--- config.mk ---
export PLATFORM = sky130hd
export DESIGN_NAME = morse_message_decoder_core
export DESIGN_NICKNAME = d
export VERILOG_FILES = /design/src/sv/mmd_pkg.sv /design/src/sv/mmd_front.sv /design/src/sv/mmd_queue.sv /design/src/sv/mmd_back.sv /design/src/sv/morse_message_decoder_core.sv
export SDC_FILE = /design/constraint.sdc
export NUM_CORES = 1
export LEC_CHECK = 0
export ABC_CLOCK_PERIOD_IN_PS = 5300
export BUFFER_PORTS_ARGS = -buffer_cell sky130_fd_sc_hd__buf_2
export CAP_MARGIN = 30
export CORE_MARGIN = 10
export CORE_UTILIZATION = 60
export CTS_CLUSTER_DIAMETER = 40
export DETAILED_ROUTE_END_ITERATION = 16
export GPL_ROUTABILITY_DRIVEN = 0
export PLACE_DENSITY = 0.89
export SLEW_MARGIN = 20
export SYNTH_ARGS = -nofsm -noshare
export SYNTH_HDL_FRONTEND = slang
export SYNTH_SLANG_ARGS = --single-unit
--- constraint.sdc ---
create_clock -name clk_i -period 5.3 [get_ports clk_i]
set_input_delay 0 -clock clk_i [delete_from_list [all_inputs] [get_ports clk_i]]
set_output_delay 0 -clock clk_i [all_outputs]
set_load 0.1 [all_outputs]
--- src/sv/mmd_pkg.sv ---
// ----------------------------------------------------------------------------
// mmd_pkg: shared types, constants and lookup functions
// Character codes, Morse symbol table, command and event types used by the
// front, queue and back parts of the Morse message decoder.
// ----------------------------------------------------------------------------
package mmd_pkg;

  // Field widths
  localparam int CharW  = 8;
  localparam int KindW  = 2;
  localparam int PosW   = 5;

  // Symbol pattern limits
  localparam int MaxMarks = 5;
  localparam int PatW     = MaxMarks;
  localparam int CntW     = $clog2(MaxMarks + 1);

  // Text limit (letter count fits the position field)
  localparam logic [PosW-1:0] TextLimit = PosW'(31);

  // Clear command word
  localparam int ClearLen = 5;
  localparam int ProgW    = $clog2(ClearLen + 1);

  // Character codes
  localparam logic [CharW-1:0] CharDot     = 8'h2E;
  localparam logic [CharW-1:0] CharDash    = 8'h2D;
  localparam logic [CharW-1:0] CharSpace   = 8'h20;
  localparam logic [CharW-1:0] CharUnknown = 8'h3F;
  localparam logic [CharW-1:0] CharA       = 8'h41;

  // Result event kinds
  typedef enum logic [KindW-1:0] {
    EV_LETTER  = 2'd0,
    EV_CLEARED = 2'd1,
    EV_DROPPED = 2'd2
  } event_kind_e;

  // Commands handed from front to back
  typedef enum logic {
    CMD_CLOSE = 1'b0,
    CMD_CLEAR = 1'b1
  } cmd_kind_e;

  typedef struct packed {
    cmd_kind_e         kind;
    logic [PatW-1:0]   pattern;
    logic [CntW-1:0]   count;
  } cmd_t;

  // Queue status seen by the front and back
  typedef struct packed {
    logic full;
    logic empty;
  } q_status_t;

  // Morse table A-Z: bit i is mark i, 1 = dash
  localparam int NumSyms = 26;
  localparam logic [PatW-1:0] SymPat [NumSyms] = '{
    5'b00010, 5'b00001, 5'b00101, 5'b00001, 5'b00000, 5'b00100, 5'b00011,
    5'b00000, 5'b00000, 5'b01110, 5'b00101, 5'b00010, 5'b00011, 5'b00001,
    5'b00111, 5'b00110, 5'b01011, 5'b00010, 5'b00000, 5'b00001, 5'b00100,
    5'b01000, 5'b00110, 5'b01001, 5'b01101, 5'b00011
  };
  localparam logic [CntW-1:0] SymLen [NumSyms] = '{
    3'd2, 3'd4, 3'd4, 3'd3, 3'd1, 3'd4, 3'd3,
    3'd4, 3'd2, 3'd4, 3'd3, 3'd4, 3'd2, 3'd2,
    3'd3, 3'd4, 3'd4, 3'd3, 3'd3, 3'd1, 3'd3,
    3'd4, 3'd3, 3'd4, 3'd4, 3'd4
  };

  // Match a closed symbol against the table, '?' when unknown
  function automatic logic [CharW-1:0] lookup_symbol(input logic [PatW-1:0] pat,
                                                     input logic [CntW-1:0] cnt);
    logic [CharW-1:0] code;
    code = CharUnknown;
    for (int k = 0; k < NumSyms; k++) begin
      if (pat == SymPat[k] && cnt == SymLen[k]) begin
        code = CharA + CharW'(k);
      end
    end
    return code;
  endfunction

  // Characters of the clear word in order
  function automatic logic [CharW-1:0] clear_char(input logic [ProgW-1:0] idx);
    logic [CharW-1:0] c;
    unique case (idx)
      3'd0:    c = 8'h43;  // C
      3'd1:    c = 8'h4C;  // L
      3'd2:    c = 8'h45;  // E
      3'd3:    c = 8'h41;  // A
      3'd4:    c = 8'h52;  // R
      default: c = '0;
    endcase
    return c;
  endfunction

endpackage

--- src/sv/mmd_front.sv ---
// ----------------------------------------------------------------------------
// mmd_front: character classifier
// Accepts message characters, builds the pending mark pattern, tracks the
// clear word comparison and pushes close or clear commands to the queue.
// ----------------------------------------------------------------------------
module mmd_front (
  input  logic                      clk_i,
  input  logic                      rst_ni,
  input  logic                      in_valid_i,
  output logic                      in_ready_o,
  input  logic [mmd_pkg::CharW-1:0] char_code_i,
  input  logic                      end_of_message_i,
  input  mmd_pkg::q_status_t        q_status_i,
  output logic                      push_o,
  output mmd_pkg::cmd_t             push_cmd_o
);
  import mmd_pkg::*;

  logic [PatW-1:0]  pat_q, pat_d;
  logic [CntW-1:0]  cnt_q, cnt_d;
  logic [ProgW-1:0] prog_q, prog_d;
  logic             mism_q, mism_d;
  logic             accept;
  logic             emit;
  logic             match_ok;
  cmd_t             cmd;

  assign in_ready_o = !q_status_i.full;
  assign accept     = in_valid_i && in_ready_o;

  // Next per-message state and command
  always_comb begin
    pat_d  = pat_q;
    cnt_d  = cnt_q;
    prog_d = prog_q;
    mism_d = mism_q;
    emit   = 1'b0;
    cmd    = '{kind: CMD_CLOSE, pattern: pat_q, count: cnt_q};

    // clear word comparison
    match_ok = !mism_q && (prog_q < ProgW'(ClearLen)) && (char_code_i == clear_char(prog_q));
    if (match_ok) begin
      prog_d = prog_q + 1'b1;
    end else begin
      mism_d = 1'b1;
    end

    // marks and symbol close on space
    if (char_code_i == CharDot || char_code_i == CharDash) begin
      if (cnt_q < CntW'(MaxMarks)) begin
        if (char_code_i == CharDash) begin
          pat_d[cnt_q] = 1'b1;
        end
        cnt_d = cnt_q + 1'b1;
      end
    end else if (char_code_i == CharSpace) begin
      if (cnt_q != '0) begin
        emit = 1'b1;
      end
      pat_d = '0;
      cnt_d = '0;
    end

    // message end: clear word or final close, then restart
    if (end_of_message_i) begin
      if (!mism_d && prog_d == ProgW'(ClearLen)) begin
        emit = 1'b1;
        cmd  = '{kind: CMD_CLEAR, pattern: '0, count: '0};
      end else if (!emit && cnt_d != '0) begin
        emit = 1'b1;
        cmd  = '{kind: CMD_CLOSE, pattern: pat_d, count: cnt_d};
      end
      pat_d  = '0;
      cnt_d  = '0;
      prog_d = '0;
      mism_d = 1'b0;
    end
  end

  // State registers
  always_ff @(posedge clk_i or negedge rst_ni) begin
    if (!rst_ni) begin
      pat_q  <= '0;
      cnt_q  <= '0;
      prog_q <= '0;
      mism_q <= 1'b0;
    end else if (accept) begin
      pat_q  <= pat_d;
      cnt_q  <= cnt_d;
      prog_q <= prog_d;
      mism_q <= mism_d;
    end
  end

  assign push_o     = accept && emit;
  assign push_cmd_o = cmd;

endmodule

--- src/sv/mmd_queue.sv ---
// ----------------------------------------------------------------------------
// mmd_queue: two-entry command queue
// Decouples the classifier from the decode and output stage.
// ----------------------------------------------------------------------------
module mmd_queue (
  input  logic               clk_i,
  input  logic               rst_ni,
  input  logic               push_i,
  input  mmd_pkg::cmd_t      push_cmd_i,
  input  logic               pop_i,
  output mmd_pkg::cmd_t      pop_cmd_o,
  output mmd_pkg::q_status_t status_o
);
  import mmd_pkg::*;

  cmd_t       mem_q [2];
  logic       wr_ptr_q, wr_ptr_d;
  logic       rd_ptr_q, rd_ptr_d;
  logic [1:0] cnt_q, cnt_d;
  logic       do_push, do_pop;

  assign status_o.full  = (cnt_q == 2'd2);
  assign status_o.empty = (cnt_q == 2'd0);
  assign do_push        = push_i && !status_o.full;
  assign do_pop         = pop_i && !status_o.empty;
  assign pop_cmd_o      = mem_q[rd_ptr_q];

  // Pointer and fill count update
  always_comb begin
    wr_ptr_d = do_push ? !wr_ptr_q : wr_ptr_q;
    rd_ptr_d = do_pop ? !rd_ptr_q : rd_ptr_q;
    cnt_d    = cnt_q + {1'b0, do_push} - {1'b0, do_pop};
  end

  always_ff @(posedge clk_i or negedge rst_ni) begin
    if (!rst_ni) begin
      wr_ptr_q <= 1'b0;
      rd_ptr_q <= 1'b0;
      cnt_q    <= '0;
    end else begin
      wr_ptr_q <= wr_ptr_d;
      rd_ptr_q <= rd_ptr_d;
      cnt_q    <= cnt_d;
    end
  end

  // Entry storage
  always_ff @(posedge clk_i) begin
    if (do_push) begin
      mem_q[wr_ptr_q] <= push_cmd_i;
    end
  end

endmodule

--- src/sv/mmd_back.sv ---
// ----------------------------------------------------------------------------
// mmd_back: symbol decode and text count
// Pops commands, looks up the Morse table, keeps the letter count and
// holds the result in an output register.
// ----------------------------------------------------------------------------
module mmd_back (
  input  logic                      clk_i,
  input  logic                      rst_ni,
  input  mmd_pkg::q_status_t        q_status_i,
  input  mmd_pkg::cmd_t             cmd_i,
  output logic                      pop_o,
  output logic                      out_valid_o,
  input  logic                      out_ready_i,
  output mmd_pkg::event_kind_e      event_kind_o,
  output logic [mmd_pkg::CharW-1:0] letter_code_o,
  output logic [mmd_pkg::PosW-1:0]  text_position_o
);
  import mmd_pkg::*;

  logic                valid_q;
  logic [PosW-1:0]     letters_q, letters_d;
  event_kind_e         kind_q, kind_d;
  logic [CharW-1:0]    code_q, code_d;
  logic [PosW-1:0]     pos_q, pos_d;

  // Take a command whenever the output register is free or drains
  assign pop_o = !q_status_i.empty && (!valid_q || out_ready_i);

  // Result and count for the head command
  always_comb begin
    letters_d = letters_q;
    kind_d    = EV_CLEARED;
    code_d    = '0;
    pos_d     = '0;
    unique case (cmd_i.kind)
      CMD_CLEAR: begin
        letters_d = '0;
      end
      CMD_CLOSE: begin
        code_d = lookup_symbol(cmd_i.pattern, cmd_i.count);
        pos_d  = letters_q;
        if (letters_q < TextLimit) begin
          kind_d    = EV_LETTER;
          letters_d = letters_q + 1'b1;
        end else begin
          kind_d = EV_DROPPED;
        end
      end
      default: ;
    endcase
  end

  // Control registers
  always_ff @(posedge clk_i or negedge rst_ni) begin
    if (!rst_ni) begin
      valid_q   <= 1'b0;
      letters_q <= '0;
    end else begin
      if (pop_o) begin
        valid_q   <= 1'b1;
        letters_q <= letters_d;
      end else if (out_ready_i) begin
        valid_q <= 1'b0;
      end
    end
  end

  // Result payload
  always_ff @(posedge clk_i) begin
    if (pop_o) begin
      kind_q <= kind_d;
      code_q <= code_d;
      pos_q  <= pos_d;
    end
  end

  assign out_valid_o     = valid_q;
  assign event_kind_o    = kind_q;
  assign letter_code_o   = code_q;
  assign text_position_o = pos_q;

endmodule

--- src/sv/morse_message_decoder_core.sv ---
// A result passes the command queue entry and then the output register before tvalid rises.
// Throughput: one character per cycle while the queue is not full; results leave at
// one per cycle while the queue holds commands and tready is high.
// A two-entry command queue lets input and output stall independently.
// Reset (rst_ni low, asynchronous) empties the queue and output register
// and clears the pending symbol, clear-word match and letter count.
// ----------------------------------------------------------------------------
// morse_message_decoder_core: Morse message decoder top level
// Decodes dot/dash character streams into letters with a bounded text count
// and a whole-message clear command.
// ----------------------------------------------------------------------------
module morse_message_decoder_core (
  input  logic        clk_i,
  input  logic        rst_ni,
  input  logic        s_axis_tvalid_i,
  output logic        s_axis_tready_o,
  input  logic [7:0]  s_axis_tdata_i,   // [7:0] char_code
  input  logic        s_axis_tlast_i,   // end_of_message
  output logic        m_axis_tvalid_o,
  input  logic        m_axis_tready_i,
  output logic [15:0] m_axis_tdata_o,   // [7:0] letter_code, [12:8] text_position, pad
  output logic [1:0]  m_axis_tuser_o    // [1:0] event_kind
);
  import mmd_pkg::*;

  logic             push;
  cmd_t             push_cmd;
  logic             pop;
  cmd_t             pop_cmd;
  q_status_t        q_status;
  event_kind_e      event_kind;
  logic [CharW-1:0] letter_code;
  logic [PosW-1:0]  text_position;

  // Classifier
  mmd_front u_front (
    .clk_i            (clk_i),
    .rst_ni           (rst_ni),
    .in_valid_i       (s_axis_tvalid_i),
    .in_ready_o       (s_axis_tready_o),
    .char_code_i      (s_axis_tdata_i),
    .end_of_message_i (s_axis_tlast_i),
    .q_status_i       (q_status),
    .push_o           (push),
    .push_cmd_o       (push_cmd)
  );

  // Command queue
  mmd_queue u_queue (
    .clk_i      (clk_i),
    .rst_ni     (rst_ni),
    .push_i     (push),
    .push_cmd_i (push_cmd),
    .pop_i      (pop),
    .pop_cmd_o  (pop_cmd),
    .status_o   (q_status)
  );

  // Decode and output register
  mmd_back u_back (
    .clk_i           (clk_i),
    .rst_ni          (rst_ni),
    .q_status_i      (q_status),
    .cmd_i           (pop_cmd),
    .pop_o           (pop),
    .out_valid_o     (m_axis_tvalid_o),
    .out_ready_i     (m_axis_tready_i),
    .event_kind_o    (event_kind),
    .letter_code_o   (letter_code),
    .text_position_o (text_position)
  );

  // Output packing
  assign m_axis_tdata_o = {3'b000, text_position, letter_code};
  assign m_axis_tuser_o = event_kind;

endmodule

Word-level counts from Yosys, hierarchy flattened
Memories as Yosys holds them, arrays and structs flattened.
Index checks and enable logic that the tools add are counted.
- eq/ne operators: 27
- bitwise operators: 2
- magnitude comparators: 5
- reduce and logical (&&, ||, !) cells: 56
- multipliers: 0
- add/sub/neg operators: 5
- divide/modulo/power cells: 0
- multiplexer cells: 58
- shift operators: 0
- operators with widths (cell ; count):
    2-to-1 mux 7 bit ; 26
    logical AND 1 bit ; 36
    case mux 7 bit (5 select lines) ; 1
    2-to-1 mux 5 bit ; 6
    OR reduction 26 bit ; 1
    == test 5 x 4 -> 1 bit (second input constant) ; 5
    == test 8 x 6 -> 1 bit (second input constant) ; 3
    == test 5 x 3 -> 1 bit (second input constant) ; 4
    2-to-1 mux 3 bit ; 6
    2-to-1 mux 9 bit ; 2
    2-to-1 mux 1 bit ; 13
    == test 3 x 2 -> 1 bit (second input constant) ; 4
    == test 5 x 2 -> 1 bit (second input constant) ; 2
    case mux 5 bit (2 select lines) ; 1
    == test 3 bit (second input constant) ; 3
    == test 8 x 7 -> 1 bit ; 1
    zero test 1 bit ; 8
    2-to-1 mux 8 bit ; 1
    adder 3 x 1 -> 3 bit (second input constant) ; 2
    == test 3 x 1 -> 1 bit (second input constant) ; 2
    less-than comparator 3 bit (second input constant) ; 2
    nonzero test 3 bit ; 2
    adder 5 x 1 -> 5 bit (second input constant) ; 1
    == test 5 x 1 -> 1 bit (second input constant) ; 1
    other kinds (19) ; 20
- bits in latches: 0
- memories kept: 1
- register bits: 37
- input port bits: 13
- logic and storage cells: 169
- output and inout port bits: 20
- bits in read-only memories: 0
- memory bits (writable): 18
- memory list (name ; words ; width ; read ports ; clocked after memory_dff ; wr ports ; RTL line ; RTL):
    u_queue.mem_q ; 2 ; 9 ; 1 ; 0 ; 1 ; mmd_queue.sv:16 ; cmd_t mem_q [2];

Depth between registers and ports, before layout
Gate-level depths: netlist of run 1.
An unclocked memory read counts as a cell.
- depth in word-level cells: 29
- depth in mapped cells: 10

By module
From an unflattened synthesis of run 1, not the netlist that was laid out.
- cell total of the unflattened synthesis: 338
- area total of the unflattened synthesis: 3455.8 µm²
- by module, submodules not included (module ; cells each ; area each (µm²) ; times used ; seq. area each (µm²)):
    mmd_back ; 144 ; 1377.6 ; 1 ; 570.5
    mmd_front ; 144 ; 1202.4 ; 1 ; 300.3
    mmd_queue ; 46 ; 849.6 ; 1 ; 640.6
    morse_message_decoder_core ; 4 ; 26.3 ; 1 ; 0.0

Least setup slack after synthesis of run 1
Ideal clock, no wire load.
- path kind: reg-to-reg
- from: register u_front.prog_q[0]
- to: memory u_queue.mem_q[0][0] in the netlist's numbering (enable)
- data arrival time: 2.661 ns
- stages on the path, launching flop included: 9
- buffers on the path: 0
- period minus slack after synthesis: 3.037 ns
- path slack: 2.263 ns
- setup time: 0.375 ns
- required time: 4.925 ns
- cells stage by stage: dfrtp_1 > inv_1 > ha_1 > xor2_1 > a311o_1 > a2111oi_2 > nand3_1 > a31oi_4 > nor2b_1
- longest elaborated chain between the ends: 13
- RTL lines (item ; RTL line ; RTL):
    start, declared ; mmd_front.sv:21 ; logic [ProgW-1:0] prog_q, prog_d;
    start signal, assigned ; mmd_front.sv:90 ; prog_q <= prog_d;
    == test 3 bit, or another cell as far along ; mmd_pkg.sv:88 ; unique case (idx)
    case mux 7 bit (5 select lines) ; mmd_pkg.sv:88 ;
    == test 8 x 7 -> 1 bit ; mmd_front.sv:41 ; match_ok = !mism_q && (prog_q < ProgW'(ClearLen)) && (char_code_i == clear_char(prog_q));
    logical AND 1 bit ; mmd_front.sv:41 ;
    2-to-1 mux 3 bit or 2-to-1 mux 1 bit (tied branches) ; mmd_front.sv:42 ; if (match_ok) begin
    == test 3 bit or zero test 1 bit (tied branches) ; mmd_front.sv:66 ; if (!mism_d && prog_d == ProgW'(ClearLen)) begin
    logical AND 1 bit (*) ; mmd_front.sv:66 ;
    2-to-1 mux 1 bit (*) ; mmd_front.sv:66 ;
    2-to-1 mux 1 bit (*) ; mmd_front.sv:65 ; if (end_of_message_i) begin
    logical AND 1 bit (*) ; mmd_front.sv:95 ; assign push_o = accept && emit;
    logical AND 1 bit (*) ; mmd_queue.sv:24 ; assign do_push = push_i && !status_o.full;
    via u_queue.do_push ; mmd_queue.sv:20 ; logic do_push, do_pop;
    2-to-1 mux 1 bit (*) ; mmd_queue.sv:49 ; if (do_push) begin
    2-to-1 mux 1 bit (implied by the code) (*) ; mmd_queue.sv:50 ; mem_q[wr_ptr_q] <= push_cmd_i;
    end, declared ; mmd_queue.sv:16 ;
Mark *: on every way through the listed nets, which the timed path passes. The rest lies on a longest branch.

Worst setup path after layout of run 1
Same ends and word-level chain as after synthesis.

==> results_dict.tcl, run 1 <==
set metrics [dict create \
    firstDrtPassIters 4 \
    drtAntennaViolNets 0 \
    r2r_start "u_front.prog_q[0]" \
    rsz0062_at_grt "no" \
    dp.final_hpwl_um 5478 \
    cp_num_buf_inv 1 \
    p_leak_nw 1.483 \
    status "finished clean" \
    worstSetupStartpoint "u_front.prog_q[0]" \
    ys_seq_area_share_pct 44.59 \
    cts_setup_buffers 0 \
    syn_avg_cell_area_um2 9.999 \
    core_mm2 0.005507 \
    path_cells "inv_1 -> ha_1 -> xor2_1 -> a311o_1 -> a2111oi_2 -> nand3_1 -> a31oi_4 -> nor2b_1" \
    post-route-min-period_ns 3.422 \
    required_ns 5.25 \
    cp-end-kind "register" \
    dieWidth_um 95.16 \
    clkLatencyLatePin_ns 0.32 \
    synthCells 339 \
    ys_ff_latch 54 \
    ir_drop_uv 400.8 \
    antenna_found_initial 0 \
    fmax_ghz 0.2922 \
    pwr_density_cell_mw_per_mm2 469.7 \
    cts_max_path_buffers 2 \
    async_flop_share_pct 40.74 \
    finalNetCount 389 \
    areaGrowthSynthToFinish_pct 9.118 \
    io_buffers 28 \
    hold_viol 0 \
    cpMaxStageDelayCell "nor2b_1" \
    syn_area_mm2 0.003390 \
    cts_num_sinks 54 \
    crit_fanout 9 \
    critical_path_class "reg -> reg" \
    grt_max_degree 32 \
    cap_violations 0 \
    cts_made_buffers 5 \
    rows 27 \
    via_count 2804 \
    fill_cells 422 \
    grt-ovfl-total 0 \
    htree_levels 2 \
    drt_iter0_drc 215 \
    slew_headroom_pct 41.67 \
    die-area_mm2 0.009055 \
    drt-wirelength-per-cell_um 16.65 \
    synth-edff-count 32 \
    placed_area_mm2 0.003573 \
    drc_errors 0 \
    setup-violations-final 0 \
    worstHoldStart "s_axis_tlast_i" \
    die_h_um 95.16 \
    hp-class "in -> reg" \
    cts_tree "done" \
    post-route-period-util_pct 64.57 \
    first_global_vias 2604 \
    track_usage_pct 16.40 \
    drive_above_1_share_pct 13.62 \
    viasPerCell 6.387 \
    start_kind "register" \
    path_delay_family "compound AO/OA/AOI/OAI gates" \
    ys.flop_type "edfxtp_1" \
    final_common_cell "nand2_1" \
    yosysUniqueCellTypes 70 \
    cp.arrival_ns 3.37 \
    finalInstanceArea_mm2 0.003699 \
    worstMarginPinSlew_ns 0.8750 \
    tns_ns 0 \
    slew_violations 0 \
    cts-root-buf "clkbuf_8" \
    final_cell_mix "nand2_1, edfxtp_1, buf_2" \
    clk_pin_slew_ns 0.10 \
    antenna_cells 0 \
    skew_ns 0.01205 \
    crit_path_max_incr_delay_ns 0.64 \
    yosys_warnings 0 \
    grt_pass1_wl_um 12060 \
    pin_count 33 \
    start_util_pct 61.55 \
    totalWireLength_um 7309 \
]
power by group:
part	total (mW)	internal (mW)	switching, mW
clock network	0.242	0.0981	0.143
logic	0.831	0.201	0.630
registers	0.665	0.572	0.0930
worst paths after layout:
| kind | endpoint | slack [ns] | cells after the start |
|---|---|---|---|
| max in group asynchronous | u_front.cnt_q[0] | 4.75 | 2 |
| min in group asynchronous | u_queue.rd_ptr_q | 0.17 | 2 |
| min reg2reg | u_queue.wr_ptr_q | 0.49 | 1 |
| max reg2reg | u_queue.mem_q[0][0] | 1.88 | 8 |
| min | u_front.pat_q[0] | 0.07 | 2 |
| max | u_queue.mem_q[0][0] | 1.88 | 8 |
cells by family (layout without fill, tap and decap cells):
kind of cell / after synthesis / in the layout / synth area share, %
XOR/XNOR: 9 / 9 / 2.325
adder cells (fa/ha/maj): 10 / 10 / 3.691
AO/OA/AOI/OAI: 82 / 82 / 18.38
AND/OR/NAND/NOR: 137 / 137 / 23.55
buffers and inverters: 37 / 62 / 4.577
flip-flops: 54 / 54 / 44.59
multiplexers: 9 / 9 / 2.769
other: 1 / 4 / 0.1106
worst register-to-register path, delay by kind of cell (launching register included):
kind / cells / cell delay, ns
buf+inv: 1 / 0.11
flops: 1 / 0.46
compound gates: 3 / 1.15
fa+ha+maj: 1 / 0.28
xor+xnor: 1 / 0.16
simple gates: 2 / 0.90
synth_stat cells, types with 5 or more instances:
cell type,instances,area (um2)
edfxtp_1,32,960.9
clkbuf_1,9,33.78
a32oi_1,5,43.79
ha_1,10,125.1
xnor2_1,5,43.79
inv_1,21,78.83
a22oi_1,7,52.55
o21ai_0,10,50.05
a21oi_1,14,70.07
nor4_1,7,43.79
nand3_1,10,50.05
nand4_1,5,31.28
nor2_1,21,78.83
dfrtp_1,22,550.5
nor3_1,6,30.03
o22ai_1,5,31.28
and2_1,9,56.30
mux2i_1,6,60.06
nand2_1,33,123.9
state kept, by name, indices dropped and copies added, names as in the netlist, 2 cells and up:
name and count:
u_back.letters_q 5, u_queue.cnt_q 2, u_front.cnt_q 3, u_back.event_kind_o 2
u_back.text_position_o 5, u_queue.mem_q 18, u_front.pat_q 5, u_back.letter_code_o 7
u_front.prog_q 3
metrics by stage:
stage | hold WS, ns | setup slack [ns] | power (mW) | utilization [%] | std cells
3_5_place_dp | 0.005723 | 1.896 | 1.497 | 64.89 | 429
2_1_floorplan | -0.2956 | 2.263 | 1.353 | - | 342
4_1_cts | 0.05327 | 1.867 | 1.738 | 67.03 | 439
3_3_place_gp | 0.004700 | 2.043 | 1.469 | 64.89 | 429
5_1_grt | 0.09056 | 1.597 | 1.828 | 67.17 | 439
6_report | 0.07441 | 1.878 | 1.737 | 67.17 | 439
per-layer routing:
metal / wire length, um / global-route usage, %
met1: 3120 / 20.45
met2: 3659 / 27.16
met3: 402 / 3.378
met4: 127 / 6.608
met5: 0 / 0
area by class of cell:
type | count | area (um2) | share of cell area [%]
Clock buffer | 5 | 68.82 | 1.861
Clock inverter | 3 | 28.78 | 0.7781
Inverter | 23 | 86.33 | 2.334
Multi-Input combinational cell | 251 | 1745 | 47.19
Sequential cell | 54 | 1511 | 40.87
Tap cell | 72 | 90.09 | 2.436
Timing Repair Buffer | 31 | 167.7 | 4.533
repair_timing:
item,CTS,global route
hold buffers,2,0
gates resized for setup,0,0
endpoints found under the hold margin,23,0
Power figures use the tool's default switching activity.
==> run 2, diff against run 1 <==
Settings changed: ABC_CLOCK_PERIOD_IN_PS 5300 to 2900, CORE_UTILIZATION 60 to 54, PLACE_DENSITY 0.89 to 0.85.
Clock period 5.3 ns to 2.9 ns, I/O delays scaled along.
==> run 2 against run 1 <==
Net effect:
- critical path type unchanged
- register-to-register slack worse by 1.8 ns
- critical path depth unchanged
- combinational power up 94%
- wire length up 5.7%
- clock power up 110%
- count of clock-buffer cells in the layout unchanged
- clock skew down 0.0037 ns
- non-clock buffer count up 10
==> results_dict.tcl, run 2 (synthesis results as in run 1) <==
set metrics [dict create \
    final_common_cell "nand2_1" \
    regMostFlops "u_queue.mem_q" \
    post-route-min-period_ns 2.773 \
    drt_iter0_drc 230 \
    fmax_ghz 0.3606 \
    pin_count 33 \
    dp.final_hpwl_um 5792 \
    die-area_mm2 0.009846 \
    multi_input_area_mm2 0.001757 \
    grt-ovfl-total 0 \
    clk_pin_slew_ns 0.10 \
    grt_pass1_wl_um 13020 \
    first_global_vias 2752 \
    clkLatencyLatePin_ns 0.31 \
    start_kind "register" \
    antenna_found_initial 0 \
    status "finished clean" \
    start_util_pct 56.58 \
    via_count 2867 \
    antenna_cells 0 \
    p_int_mw 1.708 \
    rsz0062_at_grt "no" \
    cts_tree "done" \
    cts_made_buffers 5 \
    finalNetCount 400 \
    grt_max_degree 23 \
    rows 28 \
    drc_errors 0 \
    critical_path_class "reg -> reg" \
    die_h_um 99.23 \
    cts-root-buf "clkbuf_8" \
    ir_drop_uv 766.1 \
    largest_reg_flops 18 \
    dp_slack_ns -0.09265 \
    cp.arrival_ns 2.78 \
    cts_num_sinks 54 \
    drtAntennaViolNets 0 \
    hp-class "in -> reg" \
    drive_above_1_share_pct 16.40 \
    cp-end-kind "register" \
    slew_violations 0 \
    skew_ns 0.008375 \
    areaGrowthSynthToFinish_pct 12.18 \
    r2r_start "u_front.prog_q[1]" \
    totalWireLength_um 7728 \
    setup-violations-final 0 \
    worstMarginPinSlew_ns 0.5829 \
    viasPerCell 6.329 \
    cts_setup_buffers 0 \
    worstSetupStartpoint "u_front.prog_q[1]" \
    dieWidth_um 99.23 \
    cts_max_path_buffers 2 \
    p_comb_share_pct 48.7 \
    firstDrtPassIters 5 \
    track_usage_pct 15.59 \
    crit_fanout 6 \
    htree_levels 2 \
    p_leak_nw 1.542 \
    post-route-period-util_pct 95.61 \
    worstHoldStart "s_axis_tlast_i" \
    drt-wirelength-per-cell_um 17.06 \
    switchingPower_mw 1.597 \
    core_mm2 0.005991 \
    hold_viol 0 \
    pwr-share-clk_pct 15.3 \
    final_cell_mix "nand2_1, edfxtp_1, buf_2" \
    io_buffers 28 \
    pwr_density_cell_mw_per_mm2 869.1 \
    swShare_pct 48.31 \
    cap_violations 0 \
    layout_setup_ws_ns 0.1272 \
    fill_cells 450 \
    seq_area_mm2 0.001511 \
    slew_headroom_pct 60.81 \
    required_ns 2.90 \
    holdWs_ns 0.07159 \
    p_seq_share_pct 36.0 \
]
run 2: path summary, 6_finish.rpt:
| path | end | slack [ns] | depth (start not counted) |
|---|---|---|---|
| worst max-delay path | u_queue.mem_q[0][6] | 0.13 | 8 |
| worst min-delay path | u_front.pat_q[2] | 0.07 | 2 |
| worst max register to register | u_queue.mem_q[0][6] | 0.13 | 8 |
| worst min register to register | u_back.out_valid_o | 0.50 | 2 |
| max in group asynchronous | u_front.cnt_q[0] | 2.35 | 2 |
| min in group asynchronous | u_back.letters_q[4] | 0.19 | 2 |
run 2: per-stage QoR:
stage | total power [mW] | cell area (um2) | util [%] | setup TNS, ns | instances
after CTS | 3.314 | 3792 | 63.30 | 0 | 452
after detailed placement | 2.803 | 3655 | 61.01 | -1.037 | 442
after global placement | 2.751 | 3655 | 61.01 | 0 | 442
final | 3.305 | 3802 | 63.47 | 0 | 453
after global routing | 3.481 | 3802 | 63.47 | 0 | 453
after floorplan | 2.475 | 3403 | - | 0 | 342
run 2: what timing repair did:
item	in CTS	in global routing
endpoints found under the hold margin	23	0
hold buffers	2	0
endpoints found under the setup margin	18	9
resized for setup	2	1
cloned	0	1
run 2: final cells by class:
cell class              count  area share, %
clock buffers               5          1.810
flip-flops and latches     54          39.75
repair buffers             41          6.384
multi-input cells         252          46.20
well taps                  75          2.468
inverters                  23          2.270
clock inverters             3          1.119
run 2: routing by layer:
metal | up-vias | part of all wire, % | GRT usage [%]
li1 | 1357 | - | -
met3 | 17 | 6.3 | 3.253
met2 | 109 | 49 | 25.40
met4 | 0 | 2.1 | 5.843
met5 | - | 0 | 0
met1 | 1384 | 43 | 19.80
run 2: critical path: stages (launching register included):
cell	delay, ns
dfrtp_1	0.40
inv_1	0.09
ha_1	0.26
xor2_1	0.17
a311o_1	0.34
a2111oi_2	0.42
nand3_1	0.23
a31oi_4	0.29
nor2b_2	0.28
run 2: power by group through the flow:
stage / clock network, mW / registers, mW / logic [mW]
2_1_floorplan: 0 / 1.77 / 0.705
3_3_place_gp: 0 / 1.19 / 1.57
5_1_grt: 0.544 / 1.22 / 1.72
3_5_place_dp: 0 / 1.20 / 1.60
4_1_cts: 0.516 / 1.18 / 1.61
6_report: 0.506 / 1.19 / 1.61
==> run 3, diff against run 2 <==
Settings changed: CORE_MARGIN 10 to default.
==> run 3 against run 2 <==
Net effect:
- setup slack gained 0.028 ns
- final cell count shrank 0.22%
- sequential power is essentially flat
==> results_dict.tcl, run 3 (synthesis results as in run 1) <==
set metrics [dict create \
    status "finished clean" \
    regMostFlops "u_queue.mem_q" \
    swShare_pct 49.50 \
    antenna_cells 0 \
    crit_fanout 6 \
    rsz0062_at_grt "no" \
    cts_max_path_buffers 2 \
    p_int_mw 1.627 \
    drtAntennaViolNets 0 \
    viasPerCell 6.204 \
    setup-violations-final 0 \
    pwr-share-clk_pct 13.3 \
    finalInstanceArea_mm2 0.003796 \
    first_global_vias 2676 \
    start_util_pct 56.58 \
    p_comb_share_pct 49.8 \
    firstDrtPassIters 5 \
    skew_ns 0.006109 \
    die_h_um 81.23 \
    final_common_cell "nand2_1" \
    total_power_mw 3.222 \
    dp.final_hpwl_um 5302 \
    cts-root-buf "clkbuf_8" \
    die-area_mm2 0.006598 \
    drt_iter0_drc 222 \
    areaGrowthSynthToFinish_pct 12.00 \
    via_count 2804 \
    switchingPower_mw 1.595 \
    grt-ovfl-total 0 \
    p_leak_nw 1.529 \
    cap_violations 0 \
    pin_count 33 \
    antenna_found_initial 0 \
    finalNetCount 399 \
    drc_errors 0 \
    clk_pin_slew_ns 0.09 \
    hold_viol 0 \
    cp-end-kind "register" \
    final_cell_mix "nand2_1, edfxtp_1, buf_2" \
    cp.arrival_ns 2.76 \
    layout_setup_ws_ns 0.1550 \
    p_seq_share_pct 37.0 \
    core_mm2 0.005991 \
    totalWireLength_um 7184 \
    cts_num_sinks 54 \
    ir_drop_uv 946.6 \
    placed_area_mm2 0.003647 \
    cts_made_buffers 5 \
    rows 28 \
    hp-class "in -> reg" \
    worstMarginPinSlew_ns 0.6085 \
    required_ns 2.91 \
    drive_above_1_share_pct 16.45 \
    cts_tree "done" \
    track_usage_pct 23.63 \
    dieWidth_um 81.23 \
    critical_path_class "reg -> reg" \
    post-route-period-util_pct 94.66 \
    htree_levels 2 \
    clkLatencyLatePin_ns 0.31 \
    post-route-min-period_ns 2.745 \
    fill_cells 473 \
    grt_pass1_wl_um 11940 \
    io_buffers 28 \
    dp_slack_ns -0.07911 \
    grt_max_degree 23 \
    slew_violations 0 \
    pwr_density_cell_mw_per_mm2 848.9 \
    slew_headroom_pct 59.09 \
    largest_reg_flops 18 \
    drt-wirelength-per-cell_um 15.89 \
    fmax_ghz 0.3643 \
    start_kind "register" \
]
## run 3: worst max-delay path, cell delays in order (launching register included)
cell,delay [ns]
dfrtp_1,0.40
inv_1,0.09
ha_1,0.26
xor2_1,0.17
a311o_1,0.37
a2111oi_4,0.38
nand3_1,0.22
a31oi_4,0.30
nor2b_4,0.28
## run 3: final cells by class
class	instances	area, um2	share of cell area (%)
flip-flops and latches	54	1511	39.82
inverters	23	86.33	2.274
repair buffers	40	235.2	6.196
clock inverters	3	26.28	0.6922
clock buffers	5	68.82	1.813
well taps	75	93.84	2.472
multi-input cells	252	1774	46.74
## run 3: final timing paths
path | startpoint | endpoint | slack (ns) | cells after the start
max | u_front.prog_q[1] | u_queue.mem_q[0][3] | 0.15 | 8
min | s_axis_tlast_i | u_front.prog_q[0] | 0.07 | 2
max reg2reg | u_front.prog_q[1] | u_queue.mem_q[0][3] | 0.15 | 8
min reg2reg | u_queue.cnt_q[0] | u_back.out_valid_o | 0.50 | 2
max in group asynchronous | rst_ni | u_queue.wr_ptr_q | 2.33 | 2
min in group asynchronous | rst_ni | u_queue.rd_ptr_q | 0.22 | 2
## run 3: timing repair
action,in CTS,in global routing
setup buffers,0,0
endpoints found under the hold margin,23,0
gates cloned,0,1
resized for setup,2,3
hold buffers,2,0
endpoints found under the setup margin,18,19
## run 3: power groups by stage
| stage | clock network (mW) | registers (mW) | logic, mW |
|---|---|---|---|
| after floorplan | 0 | 1.77 | 0.705 |
| after global placement | 0 | 1.19 | 1.55 |
| after detailed placement | 0 | 1.20 | 1.58 |
| after CTS | 0.437 | 1.18 | 1.59 |
| after global routing | 0.465 | 1.22 | 1.72 |
| final | 0.427 | 1.19 | 1.60 |
## run 3: routing by layer
metal	GRT usage [%]	vias up	routed length [um]
li1	-	1356	-
met1	30.75	1313	3157
met2	37.98	112	3426
met3	5.056	23	411
met4	10.00	0	189
met5	0	-	0
## run 3: through the flow
step | instances | hold WS [ns] | util, % | setup TNS, ns
after floorplan | 342 | -0.2956 | - | 0
after global placement | 441 | 0.0002326 | 60.88 | 0
after detailed placement | 441 | 0.01253 | 60.88 | -0.7865
after CTS | 451 | 0.05661 | 62.91 | 0
after global routing | 452 | 0.08205 | 63.37 | 0
final | 452 | 0.07351 | 63.37 | 0
